--- src/rtl/i2cm_pkg.sv ---
// ----------------------------------------------------------------------------
// I2C master register access: shared types and constants
// Command and response item layouts, sequencer state encoding, mode, kind and
// status codes used by the sequencer, the output stage and the top level.
// ----------------------------------------------------------------------------
package i2cm_pkg;

  // Command modes.
  localparam logic [2:0] MODE_TICK  = 3'd0;
  localparam logic [2:0] MODE_PROBE = 3'd1;
  localparam logic [2:0] MODE_READ  = 3'd2;
  localparam logic [2:0] MODE_WRITE = 3'd3;
  localparam logic [2:0] MODE_DATA  = 3'd4;

  // Transaction kinds share the low two bits of the starting mode.
  localparam logic [1:0] KIND_PROBE = 2'd1;
  localparam logic [1:0] KIND_READ  = 2'd2;

  // Completion status.
  localparam logic [1:0] STATUS_OK   = 2'd0;
  localparam logic [1:0] STATUS_NACK = 2'd1;
  localparam logic [1:0] STATUS_BUSY = 2'd2;

  // Read/write flag ORed into the device address byte.
  localparam logic [7:0] RW_READ = 8'h01;

  typedef enum logic [4:0] {
    ST_IDLE      = 5'd0,
    ST_START1    = 5'd1,
    ST_ADDRW     = 5'd2,
    ST_ACK_ADDRW = 5'd3,
    ST_REG       = 5'd4,
    ST_ACK_REG   = 5'd5,
    ST_START2    = 5'd6,
    ST_ADDRR     = 5'd7,
    ST_ACK_ADDRR = 5'd8,
    ST_RDBYTE    = 5'd9,
    ST_RDACK     = 5'd10,
    ST_WAIT_DATA = 5'd11,
    ST_WRBYTE    = 5'd12,
    ST_ACK_WR    = 5'd13,
    ST_STOP_OK   = 5'd14,
    ST_STOP_NACK = 5'd15
  } seq_state_t;

  typedef struct packed {
    logic [2:0] mode;
    logic [7:0] target_address;
    logic [7:0] register_address;
    logic [7:0] transfer_length;
    logic [7:0] write_byte;
    logic       sda_in;
    logic       scl_in;
  } cmd_item_t;

  typedef struct packed {
    logic       scl_out;
    logic       sda_out;
    logic [7:0] read_byte;
    logic       read_valid;
    logic       read_last;
    logic       data_request;
    logic       done_res;
    logic [1:0] status;
    logic       busy_res;
  } rsp_item_t;

endpackage

--- src/rtl/i2cm_cmd_if.sv ---
// ----------------------------------------------------------------------------
// I2C master register access: command channel
// Valid/ready channel carrying one command item per transaction.
// ----------------------------------------------------------------------------
interface i2cm_cmd_if
  import i2cm_pkg::*;
();
  logic      valid;
  logic      ready;
  cmd_item_t data;

  modport source (output valid, output data, input ready);
  modport sink   (input valid, input data, output ready);
endinterface

--- src/rtl/i2cm_rsp_if.sv ---
// ----------------------------------------------------------------------------
// I2C master register access: response channel
// Valid/ready channel carrying one response item per transaction.
// ----------------------------------------------------------------------------
interface i2cm_rsp_if
  import i2cm_pkg::*;
();
  logic      valid;
  logic      ready;
  rsp_item_t data;

  modport source (output valid, output data, input ready);
  modport sink   (input valid, input data, output ready);
endinterface

--- src/rtl/i2cm_seq.sv ---
// ----------------------------------------------------------------------------
// I2C master register access: bus sequencer
// Holds the sequencer state and advances it by at most one phase per accepted
// command, producing the response item of that command.
// ----------------------------------------------------------------------------
module i2cm_seq
  import i2cm_pkg::*;
(
  input  logic      clk,
  input  logic      rst,
  input  logic      accept,
  input  cmd_item_t cmd,
  output rsp_item_t rsp
);

  seq_state_t state, state_next;
  logic [1:0] phase, phase_next;
  logic [2:0] bit_idx, bit_idx_next;
  logic [7:0] bytes_left, bytes_left_next;
  logic [7:0] shift_byte, shift_byte_next;
  logic [1:0] kind, kind_next;
  logic [7:0] dev_addr, dev_addr_next;
  logic [7:0] reg_addr, reg_addr_next;
  logic       scl, scl_next;
  logic       sda, sda_next;

  logic       tick;
  logic       last_bit;
  logic       bus_free;
  logic [7:0] bytes_dec;

  assign tick      = (cmd.mode == MODE_TICK);
  assign last_bit  = (bit_idx == 3'd7);
  assign bus_free  = cmd.sda_in & cmd.scl_in;
  assign bytes_dec = (bytes_left != 8'd0) ? bytes_left - 8'd1 : bytes_left;

  // Next-state logic.
  always_comb begin
    state_next      = state;
    phase_next      = phase;
    bit_idx_next    = bit_idx;
    bytes_left_next = bytes_left;
    shift_byte_next = shift_byte;
    kind_next       = kind;
    dev_addr_next   = dev_addr;
    reg_addr_next   = reg_addr;
    scl_next        = scl;
    sda_next        = sda;

    if (state == ST_IDLE) begin
      if (cmd.mode inside {MODE_PROBE, MODE_READ, MODE_WRITE}) begin
        if (!(cmd.mode == MODE_PROBE && !bus_free)) begin
          dev_addr_next   = cmd.target_address;
          reg_addr_next   = cmd.register_address;
          bytes_left_next = cmd.transfer_length;
          kind_next       = cmd.mode[1:0];
          state_next      = ST_START1;
          shift_byte_next = 8'd0;
          bit_idx_next    = 3'd0;
          phase_next      = 2'd0;
        end
      end
    end else if (state == ST_WAIT_DATA) begin
      if (cmd.mode == MODE_DATA) begin
        state_next      = ST_WRBYTE;
        shift_byte_next = cmd.write_byte;
        bit_idx_next    = 3'd0;
        phase_next      = 2'd0;
      end
    end else if (tick) begin
      case (state)
        ST_START1, ST_START2: begin
          if (phase == 2'd0) begin
            sda_next   = 1'b1;
            scl_next   = 1'b1;
            phase_next = 2'd1;
          end else if (phase == 2'd1) begin
            sda_next   = 1'b0;
            phase_next = 2'd2;
          end else begin
            scl_next     = 1'b0;
            bit_idx_next = 3'd0;
            phase_next   = 2'd0;
            if (state == ST_START1) begin
              state_next      = ST_ADDRW;
              shift_byte_next = dev_addr;
            end else begin
              state_next      = ST_ADDRR;
              shift_byte_next = dev_addr | RW_READ;
            end
          end
        end
        ST_ADDRW, ST_REG, ST_ADDRR, ST_WRBYTE: begin
          if (phase == 2'd0) begin
            // Bits go out MSB first: bit_idx counts from the top.
            sda_next   = shift_byte[~bit_idx];
            phase_next = 2'd1;
          end else if (phase == 2'd1) begin
            scl_next   = 1'b1;
            phase_next = 2'd2;
          end else begin
            scl_next   = 1'b0;
            phase_next = 2'd0;
            if (last_bit) begin
              bit_idx_next    = 3'd0;
              shift_byte_next = 8'd0;
              case (state)
                ST_ADDRW: state_next = ST_ACK_ADDRW;
                ST_REG:   state_next = ST_ACK_REG;
                ST_ADDRR: state_next = ST_ACK_ADDRR;
                default:  state_next = ST_ACK_WR;
              endcase
            end else begin
              bit_idx_next = bit_idx + 3'd1;
            end
          end
        end
        ST_ACK_ADDRW, ST_ACK_REG, ST_ACK_ADDRR, ST_ACK_WR: begin
          if (phase == 2'd0) begin
            sda_next   = 1'b1;
            phase_next = 2'd1;
          end else if (phase == 2'd1) begin
            scl_next   = 1'b1;
            phase_next = 2'd2;
          end else begin
            scl_next        = 1'b0;
            sda_next        = 1'b1;
            phase_next      = 2'd0;
            bit_idx_next    = 3'd0;
            shift_byte_next = 8'd0;
            if (cmd.sda_in) begin
              state_next = ST_STOP_NACK;
            end else begin
              case (state)
                ST_ACK_ADDRW: begin
                  state_next      = (kind == KIND_PROBE) ? ST_STOP_OK : ST_REG;
                  shift_byte_next = reg_addr;
                end
                ST_ACK_REG: begin
                  if (kind == KIND_READ) begin
                    state_next = ST_START2;
                  end else begin
                    state_next = (bytes_left == 8'd0) ? ST_STOP_OK : ST_WAIT_DATA;
                  end
                end
                ST_ACK_ADDRR: begin
                  state_next = (bytes_left == 8'd0) ? ST_STOP_OK : ST_RDBYTE;
                end
                default: begin
                  bytes_left_next = bytes_dec;
                  state_next      = (bytes_dec == 8'd0) ? ST_STOP_OK : ST_WAIT_DATA;
                end
              endcase
            end
          end
        end
        ST_RDBYTE: begin
          if (phase == 2'd0) begin
            scl_next   = 1'b1;
            phase_next = 2'd1;
          end else begin
            shift_byte_next = {shift_byte[6:0], cmd.sda_in};
            scl_next        = 1'b0;
            phase_next      = 2'd0;
            if (last_bit) begin
              bit_idx_next = 3'd0;
              state_next   = ST_RDACK;
            end else begin
              bit_idx_next = bit_idx + 3'd1;
            end
          end
        end
        ST_RDACK: begin
          if (phase == 2'd0) begin
            // NACK the last byte, ACK all others.
            sda_next   = (bytes_left <= 8'd1);
            phase_next = 2'd1;
          end else if (phase == 2'd1) begin
            scl_next   = 1'b1;
            phase_next = 2'd2;
          end else begin
            scl_next        = 1'b0;
            sda_next        = 1'b1;
            phase_next      = 2'd0;
            bit_idx_next    = 3'd0;
            shift_byte_next = 8'd0;
            bytes_left_next = bytes_dec;
            state_next      = (bytes_dec == 8'd0) ? ST_STOP_OK : ST_RDBYTE;
          end
        end
        ST_STOP_OK, ST_STOP_NACK: begin
          if (phase == 2'd0) begin
            sda_next   = 1'b0;
            scl_next   = 1'b1;
            phase_next = 2'd1;
          end else begin
            sda_next        = 1'b1;
            state_next      = ST_IDLE;
            shift_byte_next = 8'd0;
            bit_idx_next    = 3'd0;
            phase_next      = 2'd0;
          end
        end
        default: begin
          state_next      = ST_IDLE;
          shift_byte_next = 8'd0;
          bit_idx_next    = 3'd0;
          phase_next      = 2'd0;
        end
      endcase
    end
  end

  // Output logic.
  always_comb begin
    rsp              = '0;
    rsp.scl_out      = scl_next;
    rsp.sda_out      = sda_next;
    rsp.data_request = (state_next == ST_WAIT_DATA);
    rsp.busy_res     = (state_next != ST_IDLE);

    if (tick && state == ST_RDBYTE && phase != 2'd0 && last_bit) begin
      rsp.read_valid = 1'b1;
      rsp.read_byte  = shift_byte_next;
      rsp.read_last  = (bytes_left <= 8'd1);
    end

    if (state == ST_IDLE && cmd.mode == MODE_PROBE && !bus_free) begin
      rsp.done_res = 1'b1;
      rsp.status   = STATUS_BUSY;
    end else if (tick && phase != 2'd0 &&
                 (state == ST_STOP_OK || state == ST_STOP_NACK)) begin
      rsp.done_res = 1'b1;
      rsp.status   = (state == ST_STOP_NACK) ? STATUS_NACK : STATUS_OK;
    end
  end

  always_ff @(posedge clk) begin
    if (rst) begin
      state      <= ST_IDLE;
      phase      <= 2'd0;
      bit_idx    <= 3'd0;
      bytes_left <= 8'd0;
      shift_byte <= 8'd0;
      kind       <= 2'd0;
      dev_addr   <= 8'd0;
      reg_addr   <= 8'd0;
      scl        <= 1'b1;
      sda        <= 1'b1;
    end else if (accept) begin
      state      <= state_next;
      phase      <= phase_next;
      bit_idx    <= bit_idx_next;
      bytes_left <= bytes_left_next;
      shift_byte <= shift_byte_next;
      kind       <= kind_next;
      dev_addr   <= dev_addr_next;
      reg_addr   <= reg_addr_next;
      scl        <= scl_next;
      sda        <= sda_next;
    end
  end

endmodule

--- src/rtl/i2cm_out_reg.sv ---
// ----------------------------------------------------------------------------
// I2C master register access: response register
// Holds one finished response until the sink takes it, and lets a new one in
// during the same cycle that the held one leaves.
// ----------------------------------------------------------------------------
module i2cm_out_reg
  import i2cm_pkg::*;
(
  input  logic      clk,
  input  logic      rst,
  input  logic      load,
  input  rsp_item_t rsp_in,
  output logic      free,
  output logic      valid,
  input  logic      ready,
  output rsp_item_t data
);

  assign free = !valid || ready;

  always_ff @(posedge clk) begin
    if (rst) begin
      valid <= 1'b0;
    end else if (free) begin
      valid <= load;
    end
  end

  always_ff @(posedge clk) begin
    if (load) begin
      data <= rsp_in;
    end
  end

endmodule

--- src/rtl/i2c_master_register_access.sv ---
// ----------------------------------------------------------------------------
// I2C master register access
// Bit-banged I2C master that runs probe, register read and register write
// transactions on the bus, one delay phase per tick command.
// ----------------------------------------------------------------------------
//
//   Channel   Direction  Handshake      Contents
//   command   in         valid/ready    mode, addresses, length, write byte,
//                                       sampled SDA/SCL levels
//   result    out        valid/ready    SCL/SDA drive, read byte and flags,
//                                       data request, done, status, busy
//
// Every accepted command produces exactly one response, registered and offered in the cycle after acceptance.
// The sequencer state and the bus phase are computed by combinational logic
// and registered on acceptance, so a new command is taken on every clock while the
// response register is empty or is being emptied in the same cycle.
// A stalled response holds its register, and the command side stalls with it.
// Synchronous reset returns the sequencer to idle with both lines released.
//
module i2c_master_register_access
  import i2cm_pkg::*;
(
  input  logic clk,
  input  logic rst,
  i2cm_cmd_if.sink   command,
  i2cm_rsp_if.source result
);

  rsp_item_t step_rsp;
  logic      out_free;
  logic      accept;

  // A command transaction completes when the response register has room.
  assign command.ready = out_free;
  assign accept        = command.valid && out_free;

  // The sequencer only moves on an accepted command; ticks, command starts
  // and write bytes all come through the same channel.
  i2cm_seq u_seq (
    .clk    (clk),
    .rst    (rst),
    .accept (accept),
    .cmd    (command.data),
    .rsp    (step_rsp)
  );

  // The response register decouples the sink from the command side.
  i2cm_out_reg u_out (
    .clk    (clk),
    .rst    (rst),
    .load   (accept),
    .rsp_in (step_rsp),
    .free   (out_free),
    .valid  (result.valid),
    .ready  (result.ready),
    .data   (result.data)
  );

  // A finished transaction never reports itself as still in progress.
  assert property (@(posedge clk) disable iff (rst)
    result.valid && result.data.done_res |-> !result.data.busy_res)
    else $error("done response with busy set");

  // A received byte is only reported in the middle of a read.
  assert property (@(posedge clk) disable iff (rst)
    result.valid && result.data.read_valid |->
      result.data.busy_res && !result.data.done_res)
    else $error("read byte outside an active read");

  // A nonzero status only ever comes with completion.
  assert property (@(posedge clk) disable iff (rst)
    result.valid && result.data.status != STATUS_OK |-> result.data.done_res)
    else $error("status reported without done");

  // A data request means the write is still in progress.
  assert property (@(posedge clk) disable iff (rst)
    result.valid && result.data.data_request |-> result.data.busy_res)
    else $error("data request while idle");

  // Coming out of reset the response register is empty and commands flow.
  assert property (@(posedge clk) rst |=> command.ready)
    else $error("command not ready after reset");

endmodule

--- src/flat_wrapper.sv ---
// flat-port wrapper written by rule: the top's interface ports become plain ports
module i2c_master_register_access_flat import i2cm_pkg::*;
  (clk, rst, command_valid, command_data, command_ready, result_valid, result_data, result_ready);
  i2cm_cmd_if command_i ();
  i2cm_rsp_if result_i ();
  input  logic clk;
  input  logic rst;
  input wire logic [$bits(command_i.valid)-1:0] command_valid;
  input wire logic [$bits(command_i.data)-1:0] command_data;
  output wire logic [$bits(command_i.ready)-1:0] command_ready;
  output wire logic [$bits(result_i.valid)-1:0] result_valid;
  output wire logic [$bits(result_i.data)-1:0] result_data;
  input wire logic [$bits(result_i.ready)-1:0] result_ready;
  assign command_i.valid = command_valid;
  assign command_i.data = command_data;
  assign command_ready = command_i.ready;
  assign result_valid = result_i.valid;
  assign result_data = result_i.data;
  assign result_i.ready = result_ready;
  i2c_master_register_access u_core (.clk(clk), .rst(rst), .command(command_i), .result(result_i));
endmodule
--- config.mk ---
export PLATFORM = sky130hd
export DESIGN_NAME = i2c_master_register_access_flat
export DESIGN_NICKNAME = d
export VERILOG_FILES = /design/src/rtl/i2cm_pkg.sv /design/src/rtl/i2cm_cmd_if.sv /design/src/rtl/i2cm_rsp_if.sv /design/src/rtl/i2cm_seq.sv /design/src/rtl/i2cm_out_reg.sv /design/src/rtl/i2c_master_register_access.sv /design/src/flat_wrapper.sv
export SDC_FILE = /design/constraint.sdc
export NUM_CORES = 1
export LEC_CHECK = 0
export ABC_AREA = 1
export BUFFER_PORTS_ARGS = -buffer_cell sky130_fd_sc_hd__buf_4
export CELL_PAD_IN_SITES_DETAIL_PLACEMENT = 0
export CELL_PAD_IN_SITES_GLOBAL_PLACEMENT = 1
export CORE_MARGIN = 4
export CORE_UTILIZATION = 42
export CTS_BUF_LIST = sky130_fd_sc_hd__clkbuf_4
export CTS_CLUSTER_DIAMETER = 100
export DETAILED_ROUTE_END_ITERATION = 10
export MAX_ROUTING_LAYER = met4
export PLACE_DENSITY_LB_ADDON = 0.08
export SLEW_MARGIN = 20
export SYNTH_ARGS = -nofsm -noshare
export SYNTH_HDL_FRONTEND = slang
export SYNTH_SLANG_ARGS = --single-unit
--- constraint.sdc ---
create_clock -name clk -period 2.7 [get_ports clk]
set_input_delay 0.27 -clock clk [delete_from_list [all_inputs] [get_ports clk]]
set_output_delay 0.27 -clock clk [all_outputs]
set_load 0.005 [all_outputs]
==> summary.md, run 1 <==
| Metric | Value |
|---|---|
| Status | finished clean |
| Most common cell after layout, fill and taps aside | nand2_1 |
| Largest net degree at the start of global routing | 26 |
| CORE AREA | 0.00991 sq mm |
| P&R area growth vs syn | 17.9% |
| Antenna Nets Post-Route | 0 |
| Min-Delay Path Class | in -> reg |
| CP Launch Type | flop |
| Vias in the first global route | 4208 |
| Tot GR Track Use | 0.236 |
| Skew final | 0.0137 ns |
| Crit-path cells | buf_4 -> nand3_1 -> inv_1 -> o211ai_1 -> a21oi_1 -> nand2_1 -> inv_1 -> nand2_1 -> nand2_1 -> nand2_1 -> nor2_1 -> nand3_1 |
| Worst EP arrival | 2.59 ns |
| Setup slack after layout | 0.284 ns |
| GRT overflow | 0 |
| Row count | 36 |
| WL/cell | 15.3 um |
| Antenna violations before repair | 0 |
| Worst-path clk slew | 0.11 ns |
| Final Cycle Share | 0.895 |
| CTS sink cnt | 64 |
| Post-Place Worst Slack | 0.164 ns |
| Synth Register Bits | 64 |
| Syn_nets | 706 |
| Global-route wire length before repair | 21400 um |
| Final Max Tran Viols | 0 |
| DR DRC count | 0 |
| Cts repair resizes | 0 |
| Most frequent cells in the layout | nand2_1 (149), nor2_1 (100), buf_4 (76) |
| Final setup viols | 0 |
| Endpoints failing hold | 0 |
| DP Wirelength | 10400 um |
| Area share of the largest cell type after synthesis | 0.217 |
| Slowest-stage cell, CP | dfxtp_1 |
| Diodes inserted | 0 |
| Sequential fraction of the synthesis area | 0.335 |
| Top post-synthesis cells by area | dfxtp_1 (22%), nand2_1 (13%), edfxtp_1 (12%) |
| Fraction of layout cells with a size suffix above 1 | 0.199 |
| Final #Nets | 772 |
| Total number of vias | 4557 |
| Required @ worst endpoint | 2.87 ns |
| Total routed wirelength | 13300 um |
| Slew Limit Headroom | 0.586 |
| Crit Path Max Fanout | 12 |
| R2R Path Start | u_core.u_seq.phase[1] |
| Clock Tree Root | clkbuf_4 |
| Crit path from | u_core.u_seq.phase[1] |
| RePlAce Congestion | 0.937 |
| Clock Latency Late Sink | 0.42 ns |
| DIE AREA | 0.0120 sq mm |
| DR iter-0 viols | 355 |
| Drt pass-1 iters | 7 |
| # Max-Cap Violations | 0 |
| P_leak | 2.32 nW |
| Fmax | 0.414 GHz |
| Setup repair bufs after CTS | 0 |
| Nature of the critical path endpoint | flop |
| Setup TNS | 0 ns |
| Area leader, netlist | dfxtp_1 |
| Cells after Synth | 661 |
| Setup CP Type | reg -> reg |
| Min Clock Period, post-route | 2.42 ns |
| CP most frequent cell | nand2_1 |
| Port-buffer cells | 59 |
| H-tree Lvls | 3 |
| Worst-Margin Slew | 0.618 ns |
| Starting Density | 0.438 |
| DIE HEIGHT | 110 um |
| Library cells used by synthesis | 44 |
| Peak supply drop | 0.252 mV |
| Die width | 110 um |
| Synth warn | 0 |
| Worst path max stage delay | 0.59 ns |
| RSZ-0062 raised after global routing | no |
| I/O Pins | 60 |
| Longest Clk Path Bufs | 2 |
| CTS Buf Count | 9 |
| Synthesized area per cell | 6.56 sq um |
| Post-synthesis instance area | 0.00434 sq mm |
| Cts hold-fix bufs | 0 |
| Power density cells | 521 mW/mm^2 |
| Hold_sp | command_data[22] |
| Via density per instance | 5.27 |
| CTS tree | yes |
-- flip-flops by register name, indices dropped and copies added, names as in the netlist --
signal                   count
u_core.u_out.data           17
u_core.u_seq.bytes_left      8
u_core.u_seq.dev_addr        8
u_core.u_seq.reg_addr        8
u_core.u_seq.shift_byte      8
u_core.u_seq.state           5
u_core.u_seq.bit_idx         3
u_core.u_seq.kind            2
u_core.u_seq.phase           2
u_core.u_out.valid           1
u_core.u_seq.scl             1
u_core.u_seq.sda             1
-- final timing paths --
check / end / slack (ns) / cells past startpoint
hold / removal: u_core.u_seq.reg_addr[4] / 0.1 / 3
setup reg to reg: u_core.u_out.data[0] / 0.28 / 12
hold reg to reg: u_core.u_seq.kind[1] / 0.49 / 2
setup / recovery: u_core.u_out.data[0] / 0.28 / 12
-- kinds of logic (layout without fill, tap and decap cells) --
group / after synthesis / in the layout / share of synthesized area
buffers and inverters: 107 / 178 / 0.101
and+or+nand+nor: 330 / 330 / 0.339
xor gates and xnor gates: 2 / 2 / 0.00404
AOI/OAI and AO/OA: 154 / 154 / 0.209
DFF: 64 / 64 / 0.335
adders and majority gates: 4 / 4 / 0.0115
-- worst max-delay path, delay by kind of cell, from the launching register on --
family	cells	cell delay, ns
AOI/OAI and AO/OA	2	0.35
buffers and inverters	3	0.52
DFF	1	0.59
and+or+nand+nor	7	0.72
-- metrics by stage --
| step | cells | util | hold slack (ns) | total power, W | area, sq um |
|---|---|---|---|---|---|
| finish | 865 | 0.516 | 0.0960 | 0.00266 | 5110 |
| global route | 865 | 0.516 | 0.0825 | 0.00285 | 5110 |
| CTS | 865 | 0.514 | 0.0777 | 0.00266 | 5090 |
| detailed placement | 849 | 0.500 | 0.475 | 0.00200 | 4960 |
| global placement | 849 | 0.500 | 0.466 | 0.00200 | 4960 |
| floorplan | 661 | - | 0.430 | 0.00172 | 4340 |
-- power breakdown --
group | internal (W) | leakage (nW) | switching (W)
clock | 0.000288 | 0.0738 | 0.000379
combinational | 0.000308 | 1.69 | 0.000569
sequential | 0.00106 | 0.554 | 0.0000647
total | 0.00165 | 2.32 | 0.00101
-- metal layers --
metal	GRT usage	up-vias	routed length (um)
met4	0.0614	0	224
li1	-	2319	-
met1	0.332	2037	6400
met2	0.345	183	5600
met5	-	-	0
met3	0.0499	18	1050
-- cells in the mapped netlist, drive strengths merged --
cell     count
a22oi        1
a21o         3
a311oi       1
o21ai       62
a31oi        5
clkbuf      15
a21boi       2
nor2       116
edfxtp      17
a211oi      16
nand4        4
nand3       43
o31ai        1
inv         85
o21a         1
ha           4
o22ai        2
xor2         2
nand2      159
o2111ai      2
nor3         6
o211ai       5
o221ai       3
buf          6
nor3b        2
dfxtp       47
clkinv       1
a21oi       49
a32oi        1
-- final cells by class --
class	instances	area (sq um)
fill	1054	4800
multi-input combinational	490	2460
sequential	64	1450
timing repair buffer	76	571
inverter	86	327
tap	133	166
clock buffer	10	75.1
clock inverter	6	60.1
Note: power is estimated with default switching activity, not from simulation.
==> inputs of run 2 (changes only) <==
--- a/config.mk
+++ b/config.mk
@@ -10,7 +10,7 @@
 export CELL_PAD_IN_SITES_DETAIL_PLACEMENT = 0
 export CELL_PAD_IN_SITES_GLOBAL_PLACEMENT = 1
 export CORE_MARGIN = 4
-export CORE_UTILIZATION = 42
+export CORE_UTILIZATION = 30
 export CTS_BUF_LIST = sky130_fd_sc_hd__clkbuf_4
 export CTS_CLUSTER_DIAMETER = 100
 export DETAILED_ROUTE_END_ITERATION = 10
==> run 2 against run 1 <==
- clock power increased by 5.4%
- critical path depth increased by 1
- sequential share of layout area decreased by 0.39 points
- final area increased by 1.4%
- cell count increased by 5.4%
==> summary.md, run 2 (synthesis results as in run 1) <==
| Metric | Value |
|---|---|
| DIE HEIGHT | 128 um (+17%) |
| Diodes inserted | 0 (unchanged) |
| Final Max Tran Viols | 0 (unchanged) |
| Tot GR Track Use | 0.188 (-0.0479) |
| Skew final | 0.0187 ns (+0.00503 ns) |
| Top delay family on crit path | simple AND/OR/NAND/NOR gates |
| DR iter-0 viols | 344 (-3.1%) |
| Fin cells | 912 (+5.4%) |
| Largest net degree at the start of global routing | 26 (unchanged) |
| CORE AREA | 0.0140 sq mm (+42%) |
| P_leak | 2.34 nW (+0.76%) |
| Worst Hold End | u_core.u_seq.reg_addr[4] |
| Worst path max stage delay | 0.59 ns (about the same) |
| Cell count of the worst reg-to-reg path | 13 (+1) |
| Antenna violations before repair | 0 (unchanged) |
| Status | finished clean |
| Clock Latency Late Sink | 0.45 ns (+0.03 ns) |
| Final setup viols | 0 (unchanged) |
| Final #Nets | 772 (unchanged) |
| Setup repair bufs after CTS | 0 (unchanged) |
| Total routed wirelength | 14700 um (+11%) |
| Row count | 43 (+19%) |
| GRT overflow | 0 (unchanged) |
| Most common cell after layout, fill and taps aside | nand2_1 |
| Antenna Nets Post-Route | 0 (unchanged) |
| R2R Path Start | u_core.u_seq.state[1] |
| Setup CP Type | reg -> reg |
| Nature of the critical path endpoint | flop |
| Largest register FFs | 17 (unchanged) |
| Top reg by flops | u_core.u_out.data |
| RePlAce Congestion | 0.987 (+5.3%) |
| # fillers | 1551 (+47%) |
| Hold_sp | command_data[22] |
| Worst EP arrival | 2.65 ns (+0.06 ns) |
| Final Cycle Share | 0.907 (+0.0123) |
| Hold path depth | 3 (unchanged) |
| Placed Cells | 896 (+5.5%) |
| Reg2Reg Setup Slack | 0.25 ns (-0.03 ns) |
| Most frequent cells in the layout | nand2_1 (149), nor2_1 (99), buf_4 (76) |
| Setup TNS | 0 ns (unchanged) |
| Power density cells | 527 mW/mm^2 (+1.0%) |
| Via density per instance | 4.97 (-5.7%) |
| Worst-Margin Slew | 0.678 ns (+0.0594 ns) |
| Starting Density | 0.309 (-0.129) |
| Fmax | 0.408 GHz (-1.4%) |
| Min-Delay Path Class | in -> reg |
| Fraction of layout cells with a size suffix above 1 | 0.201 (+0.00137) |
| DP Wirelength | 11500 um (+11%) |
| Total number of vias | 4532 (-0.55%) |
| Required @ worst endpoint | 2.90 ns (+0.03 ns) |
| P&R area growth vs syn | 19.5% |
| WL/cell | 16.1 um (+5.2%) |
| CTS tree | yes |
| DR DRC count | 0 (unchanged) |
| Clock Tree Root | clkbuf_4 |
| RSZ-0062 raised after global routing | no |
| Peak supply drop | 0.165 mV (-35%) |
| Worst reg2reg endpoint | u_core.u_out.data[0] |
| Worst-path clk slew | 0.12 ns (about the same) |
| Longest Clk Path Bufs | 2 (unchanged) |
| Min Clock Period, post-route | 2.45 ns (+0.0332 ns) |
| CTS sink cnt | 64 (unchanged) |
| Crit-path cells | inv_1 -> nand2_1 -> nor2_1 -> nor2_2 -> nand3_4 -> inv_2 -> nand2_2 -> nor2_2 -> nor2_4 -> nand2_1 -> nand2_2 -> nor3b_1 -> nand3_1 |
| Die width | 128 um (+17%) |
| H-tree Lvls | 3 (unchanged) |
| CTS Buf Count | 9 (unchanged) |
| Global-route wire length before repair | 23500 um (+10%) |
| CP Launch Type | flop |
| Crit Path Max Fanout | 9 (-3) |
| # Max-Cap Violations | 0 (unchanged) |
| DIE AREA | 0.0164 sq mm (+37%) |
| Endpoints failing hold | 0 (unchanged) |
| Port-buffer cells | 59 (unchanged) |
| Worst path bufs/invs | 2 (-1) |
| Slew Limit Headroom | 0.547 (-0.0397) |
| Slowest-stage cell, CP | dfxtp_1 |
| Drt pass-1 iters | 5 (-2) |
| Vias in the first global route | 4373 (+3.9%) |
| I/O Pins | 60 (unchanged) |
==> run 2: cell types whose count changed in the layout (fill, tap and decap cells not counted), sizes merged <==
cell / change
clkinv: -3
inv: +3
clkbuf: +1
clkinvlp: -1
==> run 2: power by group <==
group,switching (W),internal [W],leakage [nW]
Sequential,0.0000625,0.00106,0.554
Combinational,0.000596,0.000312,1.70
Clock,0.000400,0.000303,0.0777
==> run 2: worst min-delay path, cell delays in order <==
cell     delay, ns
buf_4         0.07
o21ai_0       0.07
nor2_1        0.07
==> run 2: metal layers <==
metal	global-route usage	wire length (um)
met3	0.0454	988
met4	0.0693	339
met1	0.262	7190
met2	0.263	6190
met5	-	0
==> run 2: final cells by class <==
class,count,area (sq um),share of cell area
Tap cell,180,225,0.0435
Inverter,86,323,0.0623
Sequential cell,64,1450,0.281
Clock buffer,11,82.6,0.0159
Clock inverter,5,56.3,0.0109
Multi-Input combinational cell,490,2470,0.477
Timing Repair Buffer,76,571,0.110
==> run 2: how the worst max path moves through the flow <==
stage	cells after the start	slack (ns)	end	start
after CTS	17	0.08	u_core.u_out.data[0]	u_core.u_seq.bytes_left[1]
after global routing	15	0.01	u_core.u_out.data[0]	u_core.u_seq.bytes_left[1]
after floorplan	18	0.54	u_core.u_out.data[0]	u_core.u_seq.bytes_left[0]
after global placement	17	0.18	u_core.u_out.data[0]	u_core.u_seq.bytes_left[1]
final	13	0.25	u_core.u_out.data[0]	u_core.u_seq.state[1]
after detailed placement	17	0.11	u_core.u_out.data[0]	u_core.u_seq.bytes_left[1]
==> run 2: stage by stage <==
stage | setup WS (ns) | util | area, sq um | power [W] | hold slack [ns]
3_5_place_dp | 0.113 | 0.357 | 5020 | 0.00202 | 0.479
6_report | 0.251 | 0.369 | 5180 | 0.00273 | 0.0600
3_3_place_gp | 0.177 | 0.357 | 5020 | 0.00203 | 0.469
2_1_floorplan | 0.541 | - | 4340 | 0.00172 | 0.430
5_1_grt | 0.0106 | 0.369 | 5180 | 0.00292 | 0.0431
4_1_cts | 0.0751 | 0.367 | 5160 | 0.00273 | 0.0297
==> run 2: timing repair <==
item	4_1_cts	5_1_grt
gates resized for setup	0	9
hold buffers	0	0
setup endpoints to repair	0	4
==> inputs of run 3 (changes only) <==
==> constraint.sdc (replaced) <==
create_clock -name clk -period 2.7 [get_ports clk]
set_input_delay 0.54 -clock clk [delete_from_list [all_inputs] [get_ports clk]]
set_output_delay 0.54 -clock clk [all_outputs]
set_load 0.005 [all_outputs]
==> run 3 against run 2 <==
- combinational power hardly changed
- sequential share of layout area hardly changed
- maximum frequency is 0.76% lower
- via count is 0.49% higher
- sequential power hardly changed
- clock-buffer cell count is 2 lower
- global-route usage hardly changed
- clock skew is 0.0047 ns higher
- setup slack worse by 0.019 ns
- cell count is 0.11% higher
- critical path type unchanged
- largest cell class unchanged
- largest power group unchanged
==> summary.md, run 3 (synthesis results as in run 1) <==
| Metric | Value |
|---|---|
| Status | finished clean |
| Largest register FFs | 17 (unchanged) |
| Starting Density | 0.309 (unchanged) |
| Post-Place Worst Slack | 0.0235 ns (-0.0895 ns) |
| WL/cell | 16.1 um (+0.11%) |
| Worst-path clk slew | 0.14 ns (+0.02 ns) |
| H-tree Lvls | 3 (unchanged) |
| Clock Tree Root | clkbuf_4 |
| Setup slack after layout | 0.233 ns (-0.0187 ns) |
| Cts repair resizes | 1 (+1) |
| Drt pass-1 iters | 7 (+2) |
| DIE AREA | 0.0164 sq mm (unchanged) |
| Longest Clk Path Bufs | 2 (unchanged) |
| Antenna violations before repair | 0 (unchanged) |
| Worst EP arrival | 2.67 ns (+0.02 ns) |
| Nature of the critical path endpoint | flop |
| Most common cell after layout, fill and taps aside | nand2_1 |
| Via density per instance | 4.99 (+0.38%) |
| Worst-Margin Slew | 0.657 ns (-0.0201 ns) |
| Row count | 43 (unchanged) |
| CTS Buf Count | 9 (unchanged) |
| GRT overflow | 0 (unchanged) |
| Crit-path cells | inv_1 -> ha_4 -> nand2_1 -> inv_1 -> nand2_4 -> nand3_1 -> nand2_1 -> nor2_1 -> nand2_1 -> nand2_1 -> nand3_1 -> nand2_1 -> nand2_1 -> nand2_1 -> nand2_1 -> a21boi_2 -> nand3_1 |
| CP most frequent cell | nand2_1 |
| Setup CP Type | reg -> reg |
| DP Wirelength | 11500 um (-0.44%) |
| CTS tree | yes |
| P&R area growth vs syn | 19.7% |
| Final setup viols | 0 (unchanged) |
| Crit path from | u_core.u_seq.bytes_left[0] |
| Worst Setup EP | u_core.u_out.data[0] |
| Power density cells | 525 mW/mm^2 (-0.24%) |
| Final Max Tran Viols | 0 (unchanged) |
| Peak supply drop | 0.165 mV (about the same) |
| Final Cycle Share | 0.914 (+0.00691) |
| Top reg by flops | u_core.u_out.data |
| RSZ-0062 raised after global routing | no |
| Cts hold-fix bufs | 0 (unchanged) |
| DR DRC count | 0 (unchanged) |
| Largest net degree at the start of global routing | 31 (+19%) |
| Diodes inserted | 0 (unchanged) |
| Final #Nets | 773 (+0.13%) |
| Endpoints failing hold | 0 (unchanged) |
| CTS sink cnt | 64 (unchanged) |
| Skew final | 0.0235 ns (+0.00475 ns) |
| Port-buffer cells | 59 (unchanged) |
| Clock Latency Late Sink | 0.47 ns (+0.02 ns) |
| Total design power | 0.00273 W (about the same) |
| Hold path depth | 3 (unchanged) |
| Total number of vias | 4554 (+0.49%) |
| Fraction of layout cells with a size suffix above 1 | 0.202 (+0.00109) |
| Setup TNS | 0 ns (unchanged) |
| P_leak | 2.34 nW (about the same) |
| RePlAce Congestion | 0.938 (-4.9%) |
| Most frequent cells in the layout | nand2_1 (149), nor2_1 (99), buf_4 (77) |
| Global-route wire length before repair | 23700 um (+0.50%) |
| I/O Pins | 60 (unchanged) |
| Slowest-stage cell, CP | dfxtp_2 |
| DR iter-0 viols | 343 (-0.29%) |
| Worst reg2reg endpoint | u_core.u_out.data[0] |
| # Max-Cap Violations | 0 (unchanged) |
| CORE AREA | 0.0140 sq mm (unchanged) |
| DIE HEIGHT | 128 um (unchanged) |
| Tot GR Track Use | 0.189 (+0.000251) |
| CP Launch Type | flop |
| Min Clock Period, post-route | 2.47 ns (+0.0187 ns) |
| Required @ worst endpoint | 2.90 ns (about the same) |
| Worst path max stage delay | 0.37 ns (-0.22 ns) |
| Slew Limit Headroom | 0.560 (+0.0134) |
| Reg2Reg Setup Slack | 0.23 ns (-0.02 ns) |
| Min-Delay Path Class | in -> reg |
| Crit Path Max Fanout | 9 (unchanged) |
| Antenna Nets Post-Route | 0 (unchanged) |
| Setup repair bufs after CTS | 0 (unchanged) |
| Fmax | 0.405 GHz (-0.76%) |
| R2R Path Start | u_core.u_seq.bytes_left[0] |
| Cell count of the worst reg-to-reg path | 17 (+4) |
| Die width | 128 um (unchanged) |
| Total routed wirelength | 14700 um (+0.22%) |
| Vias in the first global route | 4372 (-0.023%) |
## run 3: routing by layer
| metal | track usage | up-vias | share of wire |
|---|---|---|---|
| met3 | 0.0342 | 16 | 0.068 |
| met2 | 0.259 | 155 | 0.41 |
| met4 | 0.0581 | 0 | 0.013 |
| li1 | - | 2312 | - |
| met1 | 0.278 | 2071 | 0.51 |
| met5 | - | - | 0 |
## run 3: worst min path at each step
| stage | start | slack [ns] | endpoint |
|---|---|---|---|
| 6_report | command_data[18] | 0.33 | u_core.u_seq.reg_addr[0] |
| 5_1_grt | command_data[26] | 0.32 | u_core.u_seq.dev_addr[0] |
| 4_1_cts | command_data[18] | 0.29 | u_core.u_seq.reg_addr[0] |
| 3_5_place_dp | u_core.u_seq.kind[1] | 0.48 | u_core.u_seq.kind[1] |
| 3_3_place_gp | u_core.u_seq.dev_addr[3] | 0.47 | u_core.u_seq.dev_addr[3] |
| 2_1_floorplan | u_core.u_seq.reg_addr[3] | 0.43 | u_core.u_seq.reg_addr[3] |
## run 3: cell type report
class | count | area, sq um
clock inverters | 7 | 67.6
clock buffers | 9 | 67.6
fillers | 1571 | 8850
repair buffers | 77 | 578
well taps | 180 | 225
multi-input cells | 490 | 2480
flip-flops and latches | 64 | 1460
inverters | 86 | 323
## run 3: per-stage QoR
step / area (sq um) / util / hold WS [ns] / cells
finish: 5190 / 0.370 / 0.326 / 913
global route: 5190 / 0.370 / 0.319 / 913
CTS: 5160 / 0.368 / 0.291 / 913
detailed placement: 5020 / 0.358 / 0.482 / 897
global placement: 5020 / 0.358 / 0.470 / 897
floorplan: 4340 / - / 0.430 / 661
## run 3: power breakdown
group | total [W] | switching, W | internal (W)
Combinational | 0.000908 | 0.000593 | 0.000315
Sequential | 0.00112 | 0.0000665 | 0.00106
Clock | 0.000697 | 0.000415 | 0.000281
Total | 0.00273 | 0.00108 | 0.00165
## run 3: worst max-delay path: cells and delay by family (launching register included)
family | cells | cell delay [ns]
adders and majority gates | 1 | 0.18
and+or+nand+nor | 13 | 1.19
DFF | 1 | 0.37
buffers and inverters | 2 | 0.28
AOI/OAI and AO/OA | 1 | 0.18
